==> config.mk <==
export PLATFORM = sky130hd
export DESIGN_NAME = tone_pattern_sequencer_flat
export DESIGN_NICKNAME = d
export VERILOG_FILES = /design/src/rtl/tps_pkg.sv /design/src/rtl/tps_if.sv /design/src/rtl/tone_pattern_sequencer.sv /design/src/rtl/tps_seq.sv /design/src/flat_wrapper.sv
export SDC_FILE = /design/constraint.sdc
export NUM_CORES = 1
export LEC_CHECK = 0
export ABC_AREA = 1
export BUFFER_PORTS_ARGS = -buffer_cell sky130_fd_sc_hd__buf_2
export CAP_MARGIN = 15
export CELL_PAD_IN_SITES_DETAIL_PLACEMENT = 0
export CELL_PAD_IN_SITES_GLOBAL_PLACEMENT = 2
export CORE_MARGIN = 2
export CORE_UTILIZATION = 35
export DETAILED_ROUTE_END_ITERATION = 8
export PLACE_DENSITY = 0.86
export RECOVER_POWER = 25
export SYNTH_ARGS = -nofsm -noshare
export SYNTH_HDL_FRONTEND = slang
export SYNTH_HIERARCHICAL = 1
export SYNTH_SLANG_ARGS = --single-unit
==> constraint.sdc <==
create_clock -name clk -period 7 [get_ports clk]
set_input_delay 0.7 -clock clk [delete_from_list [all_inputs] [get_ports clk]]
set_output_delay 0.7 -clock clk [all_outputs]
set_load 0.005 [all_outputs]
==> src/rtl/tps_pkg.sv <==
// tone pattern sequencer package: item types, action codes and pattern tables
package tps_pkg;

  localparam logic [1:0] ACT_TICK = 2'd0;
  localparam logic [1:0] ACT_PLAY = 2'd1;
  localparam logic [1:0] ACT_STOP = 2'd2;

  localparam logic [2:0] ERROR_ALARM_PAT = 3'd4;
  localparam logic [2:0] NUM_PATTERNS    = 3'd6;
  localparam logic [9:0] ELAPSED_MAX     = 10'd1023;

  typedef struct packed {
    logic [1:0] action;
    logic [2:0] pattern;
  } item_t;

  typedef struct packed {
    logic [11:0] tone_hz;
    logic        playing;
  } result_t;

  // number of steps in each pattern
  function automatic logic [2:0] pat_len(input logic [2:0] p);
    logic [2:0] r;
    case (p)
      3'd1:    r = 3'd1;
      3'd2:    r = 3'd3;
      3'd3:    r = 3'd3;
      3'd4:    r = 3'd5;
      3'd5:    r = 3'd3;
      3'd6:    r = 3'd4;
      default: r = 3'd0;
    endcase
    return r;
  endfunction

  // first step of each pattern in the step table
  function automatic logic [4:0] pat_off(input logic [2:0] p);
    logic [4:0] r;
    case (p)
      3'd1:    r = 5'd0;
      3'd2:    r = 5'd1;
      3'd3:    r = 5'd4;
      3'd4:    r = 5'd7;
      3'd5:    r = 5'd12;
      3'd6:    r = 5'd15;
      default: r = 5'd0;
    endcase
    return r;
  endfunction

  function automatic logic [11:0] step_freq(input logic [4:0] i);
    logic [11:0] r;
    case (i)
      5'd0:    r = 12'd4000;
      5'd1:    r = 12'd800;
      5'd2:    r = 12'd1000;
      5'd3:    r = 12'd1200;
      5'd4:    r = 12'd1000;
      5'd5:    r = 12'd0;
      5'd6:    r = 12'd1000;
      5'd7:    r = 12'd800;
      5'd8:    r = 12'd0;
      5'd9:    r = 12'd800;
      5'd10:   r = 12'd0;
      5'd11:   r = 12'd800;
      5'd12:   r = 12'd600;
      5'd13:   r = 12'd900;
      5'd14:   r = 12'd600;
      5'd15:   r = 12'd500;
      5'd16:   r = 12'd0;
      5'd17:   r = 12'd500;
      5'd18:   r = 12'd0;
      default: r = 12'd0;
    endcase
    return r;
  endfunction

  function automatic logic [9:0] step_ms(input logic [4:0] i);
    logic [9:0] r;
    case (i)
      5'd0:    r = 10'd30;
      5'd1:    r = 10'd100;
      5'd2:    r = 10'd100;
      5'd3:    r = 10'd150;
      5'd4:    r = 10'd100;
      5'd5:    r = 10'd80;
      5'd6:    r = 10'd100;
      5'd7:    r = 10'd200;
      5'd8:    r = 10'd200;
      5'd9:    r = 10'd200;
      5'd10:   r = 10'd200;
      5'd11:   r = 10'd200;
      5'd12:   r = 10'd150;
      5'd13:   r = 10'd150;
      5'd14:   r = 10'd150;
      5'd15:   r = 10'd300;
      5'd16:   r = 10'd700;
      5'd17:   r = 10'd300;
      5'd18:   r = 10'd700;
      default: r = 10'd0;
    endcase
    return r;
  endfunction

endpackage

==> src/rtl/tps_if.sv <==
// valid/ready channel interfaces for request and result items
interface tps_req_if;
  logic       valid;
  logic       ready;
  logic [1:0] action;
  logic [2:0] pattern;

  modport source (output valid, output action, output pattern, input ready);
  modport sink (input valid, input action, input pattern, output ready);
endinterface

interface tps_rsp_if;
  logic        valid;
  logic        ready;
  logic [11:0] tone_hz;
  logic        playing;

  modport source (output valid, output tone_hz, output playing, input ready);
  modport sink (input valid, input tone_hz, input playing, output ready);
endinterface

==> src/rtl/tone_pattern_sequencer.sv <==
// tone pattern sequencer top level: input register, sequencer, result register
// an accepted item is registered in the input register, then its result in the result register
// throughput: one item per cycle while the result is not stalled; ready stays high while the result register drains
// one input register and one result register, the sequencer state sits between them
// reset clears the pattern state to idle, empties both registers, sets sound_enable to 1
// there is no clearing pass; items are taken from the first cycle after reset
module tone_pattern_sequencer #(
  parameter int PATTERN_SLOTS = 7
) (
  input logic       clk,
  input logic       rst,
  input logic       cfg_wr_en,
  input logic       cfg_wr_data,
  tps_req_if.sink   req,
  tps_rsp_if.source rsp
);

  logic             sound_enable;
  logic             in_valid;
  tps_pkg::item_t   in_item;
  logic             out_valid;
  tps_pkg::result_t out_result;
  tps_pkg::result_t seq_result;
  logic             out_adv;
  logic             fire;

  assign out_adv   = !out_valid || rsp.ready;
  assign fire      = in_valid && out_adv;
  assign req.ready = !in_valid || out_adv;

  assign rsp.valid   = out_valid;
  assign rsp.tone_hz = out_result.tone_hz;
  assign rsp.playing = out_result.playing;

  always_ff @(posedge clk) begin
    if (rst) begin
      sound_enable <= 1'b1;
    end else if (cfg_wr_en) begin
      sound_enable <= cfg_wr_data;
    end
  end

  always_ff @(posedge clk) begin
    if (rst) begin
      in_valid <= 1'b0;
    end else if (req.ready) begin
      in_valid <= req.valid;
    end
  end

  always_ff @(posedge clk) begin
    if (req.ready && req.valid) begin
      in_item.action  <= req.action;
      in_item.pattern <= req.pattern;
    end
  end

  tps_seq #(
    .PATTERN_SLOTS(PATTERN_SLOTS)
  ) u_seq (
    .clk(clk),
    .rst(rst),
    .fire(fire),
    .sound_enable(sound_enable),
    .item(in_item),
    .result(seq_result)
  );

  always_ff @(posedge clk) begin
    if (rst) begin
      out_valid <= 1'b0;
    end else if (out_adv) begin
      out_valid <= in_valid;
    end
  end

  always_ff @(posedge clk) begin
    if (fire) begin
      out_result <= seq_result;
    end
  end

endmodule

==> src/rtl/tps_seq.sv <==
// sequencer state registers and per-item next state and tone lookup
module tps_seq #(
  parameter int PATTERN_SLOTS = 7
) (
  input  logic             clk,
  input  logic             rst,
  input  logic             fire,
  input  logic             sound_enable,
  input  tps_pkg::item_t   item,
  output tps_pkg::result_t result
);

  localparam logic [3:0] SLOTS = 4'(PATTERN_SLOTS);

  logic       busy;
  logic [2:0] current_pattern;
  logic [2:0] step_number;
  logic [9:0] step_elapsed_ms;

  logic       busy_mid;
  logic [2:0] pattern_mid;
  logic [2:0] step_mid;
  logic [9:0] elapsed_mid;

  logic       busy_next;
  logic [2:0] current_pattern_next;
  logic [2:0] step_number_next;
  logic [9:0] step_elapsed_ms_next;

  function automatic logic pat_ok(input logic [2:0] p);
    return (p != 3'd0) && (p <= tps_pkg::NUM_PATTERNS) && ({1'b0, p} < SLOTS);
  endfunction

  // apply the item
  always_comb begin
    logic [9:0] el_inc;
    logic [3:0] sn_inc;
    logic [4:0] idx;
    busy_mid    = busy;
    pattern_mid = current_pattern;
    step_mid    = step_number;
    elapsed_mid = step_elapsed_ms;
    el_inc = (step_elapsed_ms < tps_pkg::ELAPSED_MAX) ? step_elapsed_ms + 10'd1
                                                     : step_elapsed_ms;
    sn_inc = {1'b0, step_number} + 4'd1;
    idx    = tps_pkg::pat_off(current_pattern) + {2'b00, step_number};
    case (item.action)
      tps_pkg::ACT_PLAY: begin
        if ((sound_enable || item.pattern == tps_pkg::ERROR_ALARM_PAT) &&
            pat_ok(item.pattern)) begin
          busy_mid    = 1'b1;
          pattern_mid = item.pattern;
          step_mid    = 3'd0;
          elapsed_mid = 10'd0;
        end
      end
      tps_pkg::ACT_STOP: begin
        busy_mid    = 1'b0;
        pattern_mid = 3'd0;
        step_mid    = 3'd0;
        elapsed_mid = 10'd0;
      end
      tps_pkg::ACT_TICK: begin
        if (busy) begin
          if (!(pat_ok(current_pattern) &&
                step_number < tps_pkg::pat_len(current_pattern))) begin
            busy_mid    = 1'b0;
            pattern_mid = 3'd0;
            step_mid    = 3'd0;
            elapsed_mid = 10'd0;
          end else if (el_inc >= tps_pkg::step_ms(idx)) begin
            if (sn_inc >= {1'b0, tps_pkg::pat_len(current_pattern)}) begin
              busy_mid    = 1'b0;
              pattern_mid = 3'd0;
              step_mid    = 3'd0;
            end else begin
              step_mid = sn_inc[2:0];
            end
            elapsed_mid = 10'd0;
          end else begin
            elapsed_mid = el_inc;
          end
        end
      end
      default: begin
      end
    endcase
  end

  // a busy flag with no playable step means the pattern is over
  always_comb begin
    busy_next            = busy_mid;
    current_pattern_next = pattern_mid;
    step_number_next     = step_mid;
    step_elapsed_ms_next = elapsed_mid;
    if (busy_mid && !(pat_ok(pattern_mid) && step_mid < tps_pkg::pat_len(pattern_mid))) begin
      busy_next            = 1'b0;
      current_pattern_next = 3'd0;
      step_number_next     = 3'd0;
      step_elapsed_ms_next = 10'd0;
    end
  end

  always_comb begin
    result.playing = busy_next;
    result.tone_hz = busy_next ?
        tps_pkg::step_freq(tps_pkg::pat_off(current_pattern_next) +
                           {2'b00, step_number_next}) : 12'd0;
  end

  always_ff @(posedge clk) begin
    if (rst) begin
      busy            <= 1'b0;
      current_pattern <= 3'd0;
      step_number     <= 3'd0;
      step_elapsed_ms <= 10'd0;
    end else if (fire) begin
      busy            <= busy_next;
      current_pattern <= current_pattern_next;
      step_number     <= step_number_next;
      step_elapsed_ms <= step_elapsed_ms_next;
    end
  end

endmodule

==> src/flat_wrapper.sv <==
// flat-port wrapper written by rule: the top's interface ports become plain ports
module tone_pattern_sequencer_flat 
#(
  parameter int PATTERN_SLOTS = 7
)
  (clk, rst, cfg_wr_en, cfg_wr_data, req_valid, req_action, req_pattern, req_ready, rsp_valid, rsp_tone_hz, rsp_playing, rsp_ready);
  tps_req_if req_i ();
  tps_rsp_if rsp_i ();
  input logic clk;
  input logic rst;
  input logic cfg_wr_en;
  input logic cfg_wr_data;
  input wire logic [$bits(req_i.valid)-1:0] req_valid;
  input wire logic [$bits(req_i.action)-1:0] req_action;
  input wire logic [$bits(req_i.pattern)-1:0] req_pattern;
  output wire logic [$bits(req_i.ready)-1:0] req_ready;
  output wire logic [$bits(rsp_i.valid)-1:0] rsp_valid;
  output wire logic [$bits(rsp_i.tone_hz)-1:0] rsp_tone_hz;
  output wire logic [$bits(rsp_i.playing)-1:0] rsp_playing;
  input wire logic [$bits(rsp_i.ready)-1:0] rsp_ready;
  assign req_i.valid = req_valid;
  assign req_i.action = req_action;
  assign req_i.pattern = req_pattern;
  assign req_ready = req_i.ready;
  assign rsp_valid = rsp_i.valid;
  assign rsp_tone_hz = rsp_i.tone_hz;
  assign rsp_playing = rsp_i.playing;
  assign rsp_i.ready = rsp_ready;
  tone_pattern_sequencer #(.PATTERN_SLOTS(PATTERN_SLOTS)) u_core (.clk(clk), .rst(rst), .cfg_wr_en(cfg_wr_en), .cfg_wr_data(cfg_wr_data), .req(req_i), .rsp(rsp_i));
endmodule
Word level (Yosys, flattened, before mapping)
Memory sizes are Yosys's and may differ from the RTL's. A register that Yosys moved wholly into a read port is not among the register bits.
Index checks and enable logic that the tools add are counted.

word-level totals
  bits in registers = 38
  latch bits = 0
  memory bits (writable) = 0
  bits in read-only memories = 608
  input bits = 11
  output and inout bits = 15
  word-level logic and storage cells = 118
  memories = 2

operators by class
  add/sub/neg operators = 4
  multiply operators = 0
  divide/modulo/power cells = 0
  magnitude comparators = 11
  eq/ne operators = 22
  shift-type cells = 0
  muxes and demuxes = 41
  bitwise operators = 0
  reduce and logical (&&, ||, !) cells = 27

memory list
  name             depth  width  read ports  clocked after Yosys merged registers in  wr ports  line           source
  (no name shown)  32     10     1           1                                        0         tps_pkg.sv:54  case (i)
  (no name shown)  32     9      1           0                                        0         tps_pkg.sv:81  case (i)

operators with widths
  kind                     count
  $mux W10                 9
  $mux W3                  18
  $pmux W4 S5              2
  $eq A3 B3 Y1 const B     10
  $pmux W10 S3             1
  $pmux W3 S4              2
  $eq A3 B2 Y1 const B     6
  $pmux W3 S3              2
  $logic_and A1 B1 Y1      12
  $add A10 B1 Y10 const B  1
  $add A5 B3 Y5            2
  $ge A10 B10 Y1           1
  $lt A10 B10 Y1 const B   1
  $le A3 B3 Y1 const B     3
  $lt A3 B3 Y1 const B     3
  $reduce_bool A3 Y1       3
  $eq A3 B1 Y1 const B     2
  $lt A3 B3 Y1             2
  $mux W1                  6
  $ne A3 B3 Y1 const B     2
  $reduce_or A3 Y1         2
  $add A3 B1 Y4 const B    1
  $ge A4 B3 Y1             1
  $logic_not A1 Y1         4
  7 further kinds          9

Depth between registers and ports, before layout
Gate-level depths: netlist (run 1).

  depth in word-level cells = 32
  depth in mapped cells = 57
  mapped depth without buffers = 55

By module
Netlist (run 1), hierarchy kept.

modules (own cells, without submodules)
  module                  instances  cells an instance  area an instance (um^2)  seq. area each (um^2)
  tps_seq                 1          433                2746.4                   340.3
  tone_pattern_sequencer  1          34                 665.6                    600.6

Worst setup path after synthesis (run 1)
No wires, ideal clock.

  kind = reg-to-reg
  start point = register u_core.u_seq.current_pattern[2]
  end point = register, netlist name u_core/rsp.tone_hz[4]
  setup time = 146 ps
  data arrival time = 6181 ps
  required time = 6854 ps
  path slack = 673 ps
  stages on the path, launching flop included = 54
  path buffers = 2
  clock period less this slack = 6327 ps
  cell sequence = dfxtp_1 > inv_2 > a21oi_2 > nand2_1 > o211ai_1 > ha_1 > nand2_1 > nand2_1 > a31oi_1 > nand3_1 > nand2_1 > inv_1 > nor2_1 > inv_1 > or2_2 > a21oi_1 > nor3_1 > ha_1 > [... 18 more ...] > inv_2 > nand2_2 > nand2_4 > buf_12 > nand3_1 > a21oi_1 > ha_1 > inv_1 > fa_1 > or2_2 > nand2_1 > buf_4 > nand2_1 > nor2_1 > nand3_4 > nand2_4 > inv_2 > a21oi_1

between the ends
  word-level cells in the longest chain between the ends = 24
  elaborated cells between the ends (all ways) = 73
  classes of those cells = add/sub (2); order compare (8); eq/ne (17); mux (32); reduce/logical (13); memory (1)

ends and longest elaborated chain
  item                                                                     line            source
  from (decl)                                                              tps_seq.sv:16   logic [2:0] current_pattern;
  from (signal assigned)                                                   tps_seq.sv:119  current_pattern <= current_pattern_next;
  parallel branches: the longest is 24 deep, another holds $ge A10 B10 Y1  -

Parallel ways; which one is timed is not known. The select of a mux whose other input is x is not followed.
A chain may end at the register's enable or synchronous reset.

Worst setup path after layout (run 1)
  start point = register u_core.u_seq.current_pattern[0]
  end point = register, netlist name u_core/rsp.tone_hz[8]

between the ends
  word-level cells in the longest chain between the ends = 24
  elaborated cells between the ends (all ways) = 73
  classes of those cells = add/sub (2); order compare (8); eq/ne (17); mux (32); reduce/logical (13); memory (1)

ends and longest elaborated chain
  item
  parallel branches: the longest is 24 deep, another holds $ge A10 B10 Y1

Parallel ways; which one is timed is not known. The select of a mux whose other input is x is not followed.

==> flow_summary.ini, run 1 <==
[cells_and_area]
drive_gt1_frac = 0.259
final_nets = 558
fillers = 1012
insertedDiodeCount = 0
fin_cells = 646
syn2layout_area_growth_pct = 17.5

[route]
dr.pass1.iters = 4
vias_per_cell = 4.77
dr.first_iter.drc_count = 149
drc_errors = 0
vias = 3083
drt-total-wl_mm = 8.19
ant_nets = 0
wl_per_cell_um = 12.7

[cts]
cts_made_buffers = 5
root_buffer = clkbuf_8
clk_latency_ns = 0.30
cts.sinks = 38
cts_tree = yes
h-tree-depth = 2
cts.reportedPaths.clkPinSlew_ns = 0.08
cts_hold_buf = 0
cts_max_path_buffers = 2

[run]
maxCapViolCount = 0

[critical_path]
crit_required_ns = 7.06
cpMostUsedCell = nand2_2
path_max_fanout = 7
r2r_start = u_core/u_seq/current_pattern[0]$_SDFFE_PP0P_
critPathTopFamily = simple AND/OR/NAND/NOR gates
cp.depth = 48
path_class = reg -> reg
endpoint_kind = flip-flop
crit_start = u_core/u_seq/current_pattern[0]$_SDFFE_PP0P_
critical_path_arrival_ns = 6.54
crit_slowest_cell = fa_2
crit_buf_inv = 5
worstRegToRegCells = 48
crit_path_start_kind = flip-flop
worst_path_largest_cell_delay_ns = 0.59

[power]
p_int_mw = 0.439
p_comb_frac = 0.420
power.share.sequential = 0.354
total_power_mw = 0.718
pwr-share-clk = 0.226
p_per_area_mw_per_mm2 = 179
p_leak_nw = 1.85
p_sw_mw = 0.279
netSwitchingFraction = 0.389
ir_drop_v = 0.000127

[min_path]
hold_start = u_core/sound_enable$_SDFFE_PP1P_
min_path_cells = 2
hold_path_class = reg -> reg

[logic_synthesis]
yosysTopAreaCellShare = 0.158
avgSynthCellArea_um2 = 7.31
netlist_top_cells_area = edfxtp_1, ha_1, dfxtp_1
synth.distinct_cells = 46
netlist_instances = 467
synth_area_leader_cell = edfxtp_1
yosys_register_bits = 38
syn_area_mm2 = 0.00341
ys_seq_area_frac = 0.276
ys_warn_count = 6

[floorplan]
start_util = 0.356
num_rows = 36
dieHeight_um = 103
die-area_mm2 = 0.0106
ios = 26
core_area_mm2 = 0.00959
die_w_um = 103

[placed_design]
hpwlAfterDp_mm = 6.35
dp.cells = 628
globalplace.congestion = 0.844
portBuffers = 25
pre_cts_ws_ns = -0.0287

[sta]
hold_viol_final = 0
report.final.slew_viol_count = 0
tightestPinTransition_ns = 1.23
slew_headroom = 0.180
setup_viol = 0
finalClockSkew_ns = 0.00766
fin_ws_ns = 0.514
fin_hold_ws_ns = 0.466
clock.fmax_mhz = 154
min_period_ns = 6.49
finalCritPeriodShare = 0.927
final.setup.tns_ns = 0

[grt]
grt_start_max_net_pins = 28
grt.total_usage = 0.168
antenna_found_initial = 0
grt_pass1_vias = 2938
gr-total-overflow = 0
grt_pass1_wl_mm = 13.9

[run_status]
outcome = finished, final reports clean
==> layout make-up <==
| type | count | area [µm²] | area share |
|---|---|---|---|
| Timing Repair Buffer | 45 | 278 | 0.0693 |
| Multi-Input combinational cell | 345 | 2220 | 0.554 |
| Tap cell | 133 | 166 | 0.0415 |
| Sequential cell | 38 | 950 | 0.237 |
| Clock buffer | 6 | 82.6 | 0.0206 |
| Inverter | 77 | 299 | 0.0746 |
| Clock inverter | 2 | 12.5 | 0.00312 |
==> per-stage QoR <==
step | utilization | instance area (µm²)
3_3_place_gp | 0.387 | 3720
6_report | 0.418 | 4010
5_1_grt | 0.418 | 4010
3_5_place_dp | 0.387 | 3720
2_1_floorplan | - | 3420
4_1_cts | 0.398 | 3820
==> flip-flops by register name, summed over array words and instances (netlist names) <==
signal,count
u_core/rsp.tone_hz,12
u_core/u_seq/step_elapsed_ms,10
u_core/in_item,5
u_core/u_seq/current_pattern,3
u_core/u_seq/step_number,3
u_core/in_valid,1
u_core/rsp.playing,1
u_core/rsp.valid,1
u_core/sound_enable,1
u_core/u_seq/busy,1
==> tightest hold or removal path: cells and delay by family (launching register included) <==
kind                   cells  cell delay [ns]
buffers and inverters      1             0.04
DFF                        1             0.31
AOI/OAI and AO/OA          1             0.07
==> placed cells by master (no fill, tap or decap), drive strengths merged <==
master / instances
a21boi: 1
a21o: 1
a21oi: 44
a22oi: 2
a311oi: 1
a31oi: 6
buf: 43
clkbuf: 8
clkinv: 2
clkinvlp: 1
conb: 2
dfxtp: 20
edfxtp: 18
fa: 2
ha: 33
inv: 76
nand2: 118
nand3: 41
nand3b: 2
nand4: 2
nor2: 30
nor3: 6
nor3b: 1
nor4: 1
o211ai: 3
o21a: 1
o21ai: 37
o21bai: 1
o31ai: 3
or2: 4
xnor2: 1
xor2: 2
==> cell families (layout without fill, tap and decap cells) <==
group | after synthesis | after routing | share of synthesized area
AOI/OAI and AO/OA | 100 | 100 | 0.164
xor gates and xnor gates | 3 | 3 | 0.00770
adders and majority gates | 35 | 35 | 0.133
buffers and inverters | 85 | 130 | 0.106
DFF | 38 | 38 | 0.276
other | 1 | 2 | 0.00110
and+or+nand+nor | 205 | 205 | 0.313
==> synthesized netlist by cell type (all sizes together) <==
library cell,instances
nand3,41
fa,2
inv,76
buf,6
a311oi,1
xnor2,1
nor3,6
a22oi,2
o21a,1
nor2,30
nand4,2
edfxtp,18
o21bai,1
clkinv,1
nor3b,1
nand2,118
nor4,1
or2,4
a21boi,1
nand3b,2
a31oi,6
o211ai,3
a21oi,44
clkbuf,2
dfxtp,20
xor2,2
ha,33
a21o,1
o31ai,3
o21ai,37
conb,1
==> worst paths after layout <==
| check | endpoint | slack, ns |
|---|---|---|
| setup reg to reg | u_core/rsp.tone_hz[8]$_DFFE_PP_ | 0.51 |
| hold reg to reg | u_core/sound_enable$_SDFFE_PP1P_ | 0.47 |
| hold / removal | u_core/sound_enable$_SDFFE_PP1P_ | 0.47 |
| setup / recovery | u_core/rsp.tone_hz[8]$_DFFE_PP_ | 0.51 |
==> power groups by stage <==
stage	sequential, mW	combinational [mW]	clock (mW)
after floorplan	0.259	0.211	0
after global placement	0.258	0.274	0
after detailed placement	0.259	0.273	0
after CTS	0.254	0.276	0.169
after global routing	0.256	0.346	0.179
final	0.254	0.302	0.162
==> what timing repair did <==
item                       CTS  global route
setup buffers                0            10
resized for setup            2            42
setup endpoints to repair    2            10
pin swaps                    0            14
==> routing by layer <==
metal	global-route usage	vias up	part of all wire
met1	0.245	1391	0.52
met5	0	-	0
met2	0.259	47	0.44
li1	-	1641	-
met4	0.0455	0	0.0089
met3	0.0244	4	0.030
Note: power is estimated with default switching activity, not from simulation.
==> run 2, diff against run 1 <==
--- a/config.mk
+++ b/config.mk
@@ -13,9 +13,9 @@
 export CORE_MARGIN = 2
 export CORE_UTILIZATION = 35
 export DETAILED_ROUTE_END_ITERATION = 8
-export PLACE_DENSITY = 0.86
+export GPL_TIMING_DRIVEN = 0
+export PLACE_DENSITY = 0.88
 export RECOVER_POWER = 25
 export SYNTH_ARGS = -nofsm -noshare
 export SYNTH_HDL_FRONTEND = slang
-export SYNTH_HIERARCHICAL = 1
 export SYNTH_SLANG_ARGS = --single-unit
==> run 2 against run 1 <==
Effect of this change:
- die area is 3.3% lower
- combinational power is 22% lower
- count of clock-buffer cells in the layout is 1 lower
- power is 12% lower
- clock power is 4% lower
- worst setup slack worse by 0.029 ns
- flip-flop and latch count is 2 lower
- synthesized cell count is 1.7% higher
- cell area is 3.6% lower
- first-iteration DRC count is 38% lower
- largest power group is now sequential cells
- synthesized area is 3.4% lower
- highest routed layer unchanged
- critical endpoint is now u_core.rsp.tone_hz[7]$_SDFFCE_PN0P_
==> flow_summary.ini, run 2 <==
[run_status]
outcome = finished, final reports clean

[logic_synthesis]
netlist_top_cells_area = edfxtp_1, ha_1, nand2_1
yosys_register_bits = 36
async_flop_share = 0
synth.distinct_cells = 42
avgSynthCellArea_um2 = 6.94
syn_area_mm2 = 0.00329
netlist_instances = 475
ys_warn_count = 0
ys_seq_area_frac = 0.267
synth_common_cells = nand2_1, inv_1, nor2_1
synth_edf_count = 16
synth_area_leader_cell = edfxtp_1
synth_most_common_cell = nand2_1
yosysTopAreaCellShare = 0.146
ys.flop_type = dfxtp_1

[cts]
cts.sinks = 36
cts_max_path_buffers = 2
cts_hold_buf = 0
cts_made_buffers = 5
cts.reportedPaths.clkPinSlew_ns = 0.09
h-tree-depth = 2
clk_latency_ns = 0.30
root_buffer = clkbuf_8
cts_tree = yes

[placed_design]
hpwlAfterDp_mm = 6.11
pre_cts_ws_ns = -0.487
dp.cells = 609
portBuffers = 22
globalplace.congestion = 0.796

[min_path]
hold_path_class = reg -> reg
hold_start = u_core.u_seq.step_elapsed_ms[7]$_SDFFE_PP0P_
min_path_cells = 2
min_to = u_core.u_seq.step_elapsed_ms[7]$_SDFFE_PP0P_

[critical_path]
path_class = reg -> reg
worstRegToRegCells = 40
endpoint_kind = flip-flop
crit_path_start_kind = flip-flop
crit_buf_inv = 8
reg2reg_slack_ns = 0.48
critical_path_arrival_ns = 6.58
crit_required_ns = 7.06
path_max_fanout = 7
cp.depth = 40
reg2reg_to = u_core.rsp.tone_hz[7]$_SDFFCE_PN0P_
crit_slowest_cell = dfxtp_4
critPathTopFamily = simple AND/OR/NAND/NOR gates
worst_path_largest_cell_delay_ns = 0.42
r2r_start = u_core.u_seq.current_pattern[2]$_SDFFE_PP0P_

[cells_and_area]
final_core_util = 0.420
insertedDiodeCount = 0
drive_gt1_frac = 0.207
multi_input_area_mm2 = 0.00220
final_cell_mix = nand2_1, inv_1, nor2_1, a21oi_1
fin_cells = 629
layout_commonest_cell = nand2_1
syn2layout_area_growth_pct = 17.2
regArea_um2 = 890
fillers = 979
final_nets = 564

[floorplan]
die-area_mm2 = 0.0102
num_rows = 35
ios = 26
die_w_um = 101
start_util = 0.358
dieHeight_um = 101
core_area_mm2 = 0.00920

[route]
ant_nets = 0
drt-total-wl_mm = 7.73
vias_per_cell = 4.84
dr.first_iter.drc_count = 92
wl_per_cell_um = 12.3
vias = 3045
dr.pass1.iters = 4
drc_errors = 0

[grt]
gr-total-overflow = 0
grt_pass1_wl_mm = 13.4
grt.total_usage = 0.164
grt_start_max_net_pins = 21
grt_pass1_vias = 2942
antenna_found_initial = 0

[power]
p_per_area_mw_per_mm2 = 164
pwr-share-clk = 0.246
ir_drop_v = 0.0000878
p_leak_nw = 1.88
p_sw_mw = 0.240
power.share.sequential = 0.384
netSwitchingFraction = 0.379
p_comb_frac = 0.371
p_int_mw = 0.393

[sta]
finalClockSkew_ns = 0.0109
finalCritPeriodShare = 0.931
tightestPinTransition_ns = 0.989
min_period_ns = 6.52
clock.fmax_mhz = 153
fin_ws_ns = 0.484
hold_viol_final = 0
slew_headroom = 0.341
report.final.slew_viol_count = 0
fin_hold_ws_ns = 0.472
setup_viol = 0

[run]
maxCapViolCount = 0
run 2: changes by cell type in the layout (fill, tap and decap cells not counted), moves of 4 or more:
cell and change:
a31oi_1 -4, nand2_4 -9, o22ai_1 +4, nand2_1 +24
nand2_2 -7, nand3_1 -5, nor2_1 +16, a21oi_4 +5
run 2: area by class of cell:
class,count,area share
well taps,111,0.0360
multi-input cells,358,0.570
clock inverters,3,0.00551
plain buffers,7,0.0136
repair buffers,34,0.0515
flip-flops and latches,36,0.230
inverters,75,0.0748
clock buffers,5,0.0178
run 2: per-layer routing:
metal / track usage / wire length [µm]
met2: 0.283 / 3720
met3: 0.0264 / 142
met1: 0.212 / 3790
met4: 0.0437 / 75
met5: 0 / 0
run 2: worst max-delay path by stage:
stage                                                             from                                    to  slack [ns]
after floorplan           u_core.u_seq.current_pattern[2]$_SDFFE_PP0P_   u_core.rsp.tone_hz[6]$_SDFFCE_PN0P_        0.66
after global placement    u_core.u_seq.current_pattern[2]$_SDFFE_PP0P_   u_core.rsp.tone_hz[5]$_SDFFCE_PN0P_       -0.50
after detailed placement  u_core.u_seq.current_pattern[2]$_SDFFE_PP0P_   u_core.rsp.tone_hz[8]$_SDFFCE_PN0P_       -0.49
after CTS                 u_core.u_seq.current_pattern[2]$_SDFFE_PP0P_  u_core.rsp.tone_hz[11]$_SDFFCE_PP0P_       0.009
after global routing      u_core.u_seq.current_pattern[2]$_SDFFE_PP0P_   u_core.rsp.tone_hz[7]$_SDFFCE_PN0P_       -0.04
final                     u_core.u_seq.current_pattern[2]$_SDFFE_PP0P_   u_core.rsp.tone_hz[7]$_SDFFCE_PN0P_        0.48
run 2: repair_timing:
| action | in CTS | in global routing |
|---|---|---|
| gates resized for setup | 14 | 26 |
| buffers inserted | 1 | 11 |
| pin swaps | 2 | 8 |
| endpoints found under the setup margin | 10 | 10 |
| cloned | 0 | 0 |
run 2: through the flow:
step                      TNS [ns]  instance area (µm²)  total power, mW
after floorplan                  0                 3300            0.410
after global placement       -4.41                 3550            0.455
after detailed placement     -4.41                 3550            0.458
after CTS                        0                 3690            0.622
after global routing        -0.203                 3860            0.688
final                            0                 3860            0.634
run 2: worst register-to-register path: cells and delay by family, from the launching register on:
family / cells / cell delay, ns
AND/OR/NAND/NOR: 19 / 2.41
AO/OA/AOI/OAI: 7 / 1.18
adder cells (fa/ha/maj): 6 / 1.69
buffers and inverters: 8 / 0.61
flip-flops: 1 / 0.42
run 2: cells by family (layout without fill, tap and decap cells):
logic type,Yosys count,in the layout,synth area share
fa+ha+maj,36,36,0.141
mux,1,1,0.00304
xor+xnor,3,3,0.00798
simple gates,224,224,0.310
flops,36,36,0.267
compound gates,92,92,0.167
buf+inv,82,124,0.101
other cells,1,2,0.00114
run 2: power groups by stage:
stage                     combinational, mW  clock (mW)  sequential, mW
after floorplan                       0.165           0           0.245
after global placement                0.208           0           0.248
after detailed placement              0.210           0           0.248
after CTS                             0.217       0.162           0.243
after global routing                  0.273       0.169           0.245
final                                 0.235       0.156           0.243
==> run 3, diff against run 2 <==
--- a/config.mk
+++ b/config.mk
@@ -10,11 +10,12 @@
 export CAP_MARGIN = 15
 export CELL_PAD_IN_SITES_DETAIL_PLACEMENT = 0
 export CELL_PAD_IN_SITES_GLOBAL_PLACEMENT = 2
+export CORE_ASPECT_RATIO = 1.25
 export CORE_MARGIN = 2
-export CORE_UTILIZATION = 35
+export CORE_UTILIZATION = 31
 export DETAILED_ROUTE_END_ITERATION = 8
 export GPL_TIMING_DRIVEN = 0
-export PLACE_DENSITY = 0.88
+export PLACE_DENSITY = 0.82
 export RECOVER_POWER = 25
 export SYNTH_ARGS = -nofsm -noshare
 export SYNTH_HDL_FRONTEND = slang
==> constraint.sdc (replaced) <==
create_clock -name clk -period 5.5 [get_ports clk]
set_input_delay 0.55 -clock clk [delete_from_list [all_inputs] [get_ports clk]]
set_output_delay 0.55 -clock clk [all_outputs]
set_load 0.005 [all_outputs]
==> run 3 against run 2 <==
Effect of this change:
- the flow now finishes with violations (setup timing)
- clock skew is 0.0067 ns lower
- clock power is 81% higher
- critical path depth is 1 higher
- die area is 12% higher
- flip-flop and latch count stayed put
- critical endpoint is now u_core.rsp.tone_hz[8]$_SDFFCE_PN0P_
- largest power group is now combinational cells
- highest routed layer unchanged
==> flow_summary.ini, run 3 (synthesized netlist as in run 2, its figures left out) <==
[route]
wl_per_cell_um = 12.8
wl_met1_mm = 3.60
dr.first_iter.drc_count = 72
route.met3.wl_um = 229
ant_nets = 0
vias_per_cell = 4.82
met2_length_mm = 4.63
top_layer = met4
drc_errors = 0
dr.pass1.iters = 4
vias = 3283
drt-total-wl_mm = 8.70

[grt]
antenna_found_initial = 0
grt.total_usage = 0.162
gr-total-overflow = 0
grt_pass1_wl_mm = 14.7
grt_start_max_net_pins = 21
grt_pass1_vias = 3267

[cts]
h-tree-depth = 2
clk_latency_ns = 0.28
root_buffer = clkbuf_16
cts_tree = yes
cts.sinks = 36
cts_made_buffers = 5
cts.reportedPaths.clkPinSlew_ns = 0.06
cts_max_path_buffers = 2
cts_hold_buf = 0

[cells_and_area]
fillers = 1049
regArea_um2 = 890
insertedDiodeCount = 0
final_core_util = 0.431
multi_input_area_mm2 = 0.00249
drive_gt1_frac = 0.344
syn2layout_area_growth_pct = 36.8
layout_commonest_cell = nand2_1
final_cell_mix = nand2_1, inv_1, buf_4, nor2_1, a21oi_1
final_nets = 595

[placed_design]
pre_cts_ws_ns = -1.13
globalplace.congestion = 0.777
portBuffers = 22
hpwlAfterDp_mm = 6.46

[sta]
setup_viol = 10
tightestPinTransition_ns = 1.00
fin_ws_ns = -0.831
hold_viol_final = 0
fin_hold_ws_ns = 0.442
rsz0062_at_grt = true
slew_headroom = 0.333
finalClockSkew_ns = 0.00418
final.setup.tns_ns = -7.73
min_period_ns = 6.33
report.final.slew_viol_count = 0
clock.fmax_mhz = 158
finalCritPeriodShare = 1.15

[critical_path]
endpoint_kind = flip-flop
crit_buf_inv = 7
path_max_fanout = 6
crit_slowest_cell = fa_2
critPathTopFamily = adder cells
crit_path_start_kind = flip-flop
crit_required_ns = 5.54
worst_path_largest_cell_delay_ns = 0.57
path_class = reg -> reg
critical_path_arrival_ns = 6.37

[run_status]
violations = setup timing
outcome = complete, but fails checks

[run]
maxCapViolCount = 0

[floorplan]
core_area_mm2 = 0.0105
ios = 26
die-area_mm2 = 0.0115
die_w_um = 96.2
num_rows = 42
start_util = 0.315
dieHeight_um = 119

[power]
netSwitchingFraction = 0.360
power.share.sequential = 0.310
p_int_mw = 0.639
p_comb_frac = 0.408
p_leak_nw = 2.07
p_sw_mw = 0.360
p_per_area_mw_per_mm2 = 222
ir_drop_v = 0.000160
pwr-share-clk = 0.282

[min_path]
hold_path_class = in -> reg
==> run 3: changes by cell type in the layout (fill, tap and decap cells not counted), sizes merged <==
cell,delta
inv,-1
buf,+32
clkbuf,-1
clkinvlp,-1
clkinv,+2
==> run 3: worst paths after layout <==
path	slack, ns	cells past startpoint	startpoint	endpoint
worst max register to register	-0.83	41	u_core.u_seq.current_pattern[2]$_SDFFE_PP0P_	u_core.rsp.tone_hz[8]$_SDFFCE_PN0P_
worst min register to register	0.47	2	u_core.u_seq.step_elapsed_ms[7]$_SDFFE_PP0P_	u_core.u_seq.step_elapsed_ms[7]$_SDFFE_PP0P_
worst max-delay path	-0.83	41	u_core.u_seq.current_pattern[2]$_SDFFE_PP0P_	u_core.rsp.tone_hz[8]$_SDFFCE_PN0P_
worst min-delay path	0.44	1	req_pattern[0]	u_core.in_item[0]$_DFFE_PP_
==> run 3: timing repair <==
action                                  CTS  global route
endpoints found under the setup margin   10            20
resized for setup                        25            40
buffers inserted                         33            11
pin swaps                                30            27
==> run 3: routing by layer <==
layer / track usage / vias up
li1: - / 1712
met5: 0 / -
met1: 0.189 / 1506
met2: 0.290 / 53
met4: 0.0545 / 0
met3: 0.0297 / 12
==> run 3: cell type report <==
class / instances / share of cell area
multi-input combinational: 358 / 0.553
sequential: 36 / 0.197
timing repair buffer: 65 / 0.102
inverter: 75 / 0.0669
tap: 132 / 0.0367
clock buffer: 5 / 0.0278
buffer: 7 / 0.0117
clock inverter: 3 / 0.00417
==> run 3: power groups by stage <==
stage / registers [mW] / logic [mW] / clock network (mW)
final: 0.310 / 0.407 / 0.282
after global routing: 0.312 / 0.456 / 0.304
after CTS: 0.309 / 0.354 / 0.291
after detailed placement: 0.316 / 0.296 / 0
after global placement: 0.315 / 0.291 / 0
after floorplan: 0.312 / 0.233 / 0
==> run 3: metrics by stage <==
stage                     total power, mW  area [µm²]  cells
after floorplan                     0.545        3450    476
after global placement              0.606        3730    630
after detailed placement            0.612        3730    630
after CTS                           0.954        4230    671
after global routing                 1.07        4510    681
final                               0.999        4510    681
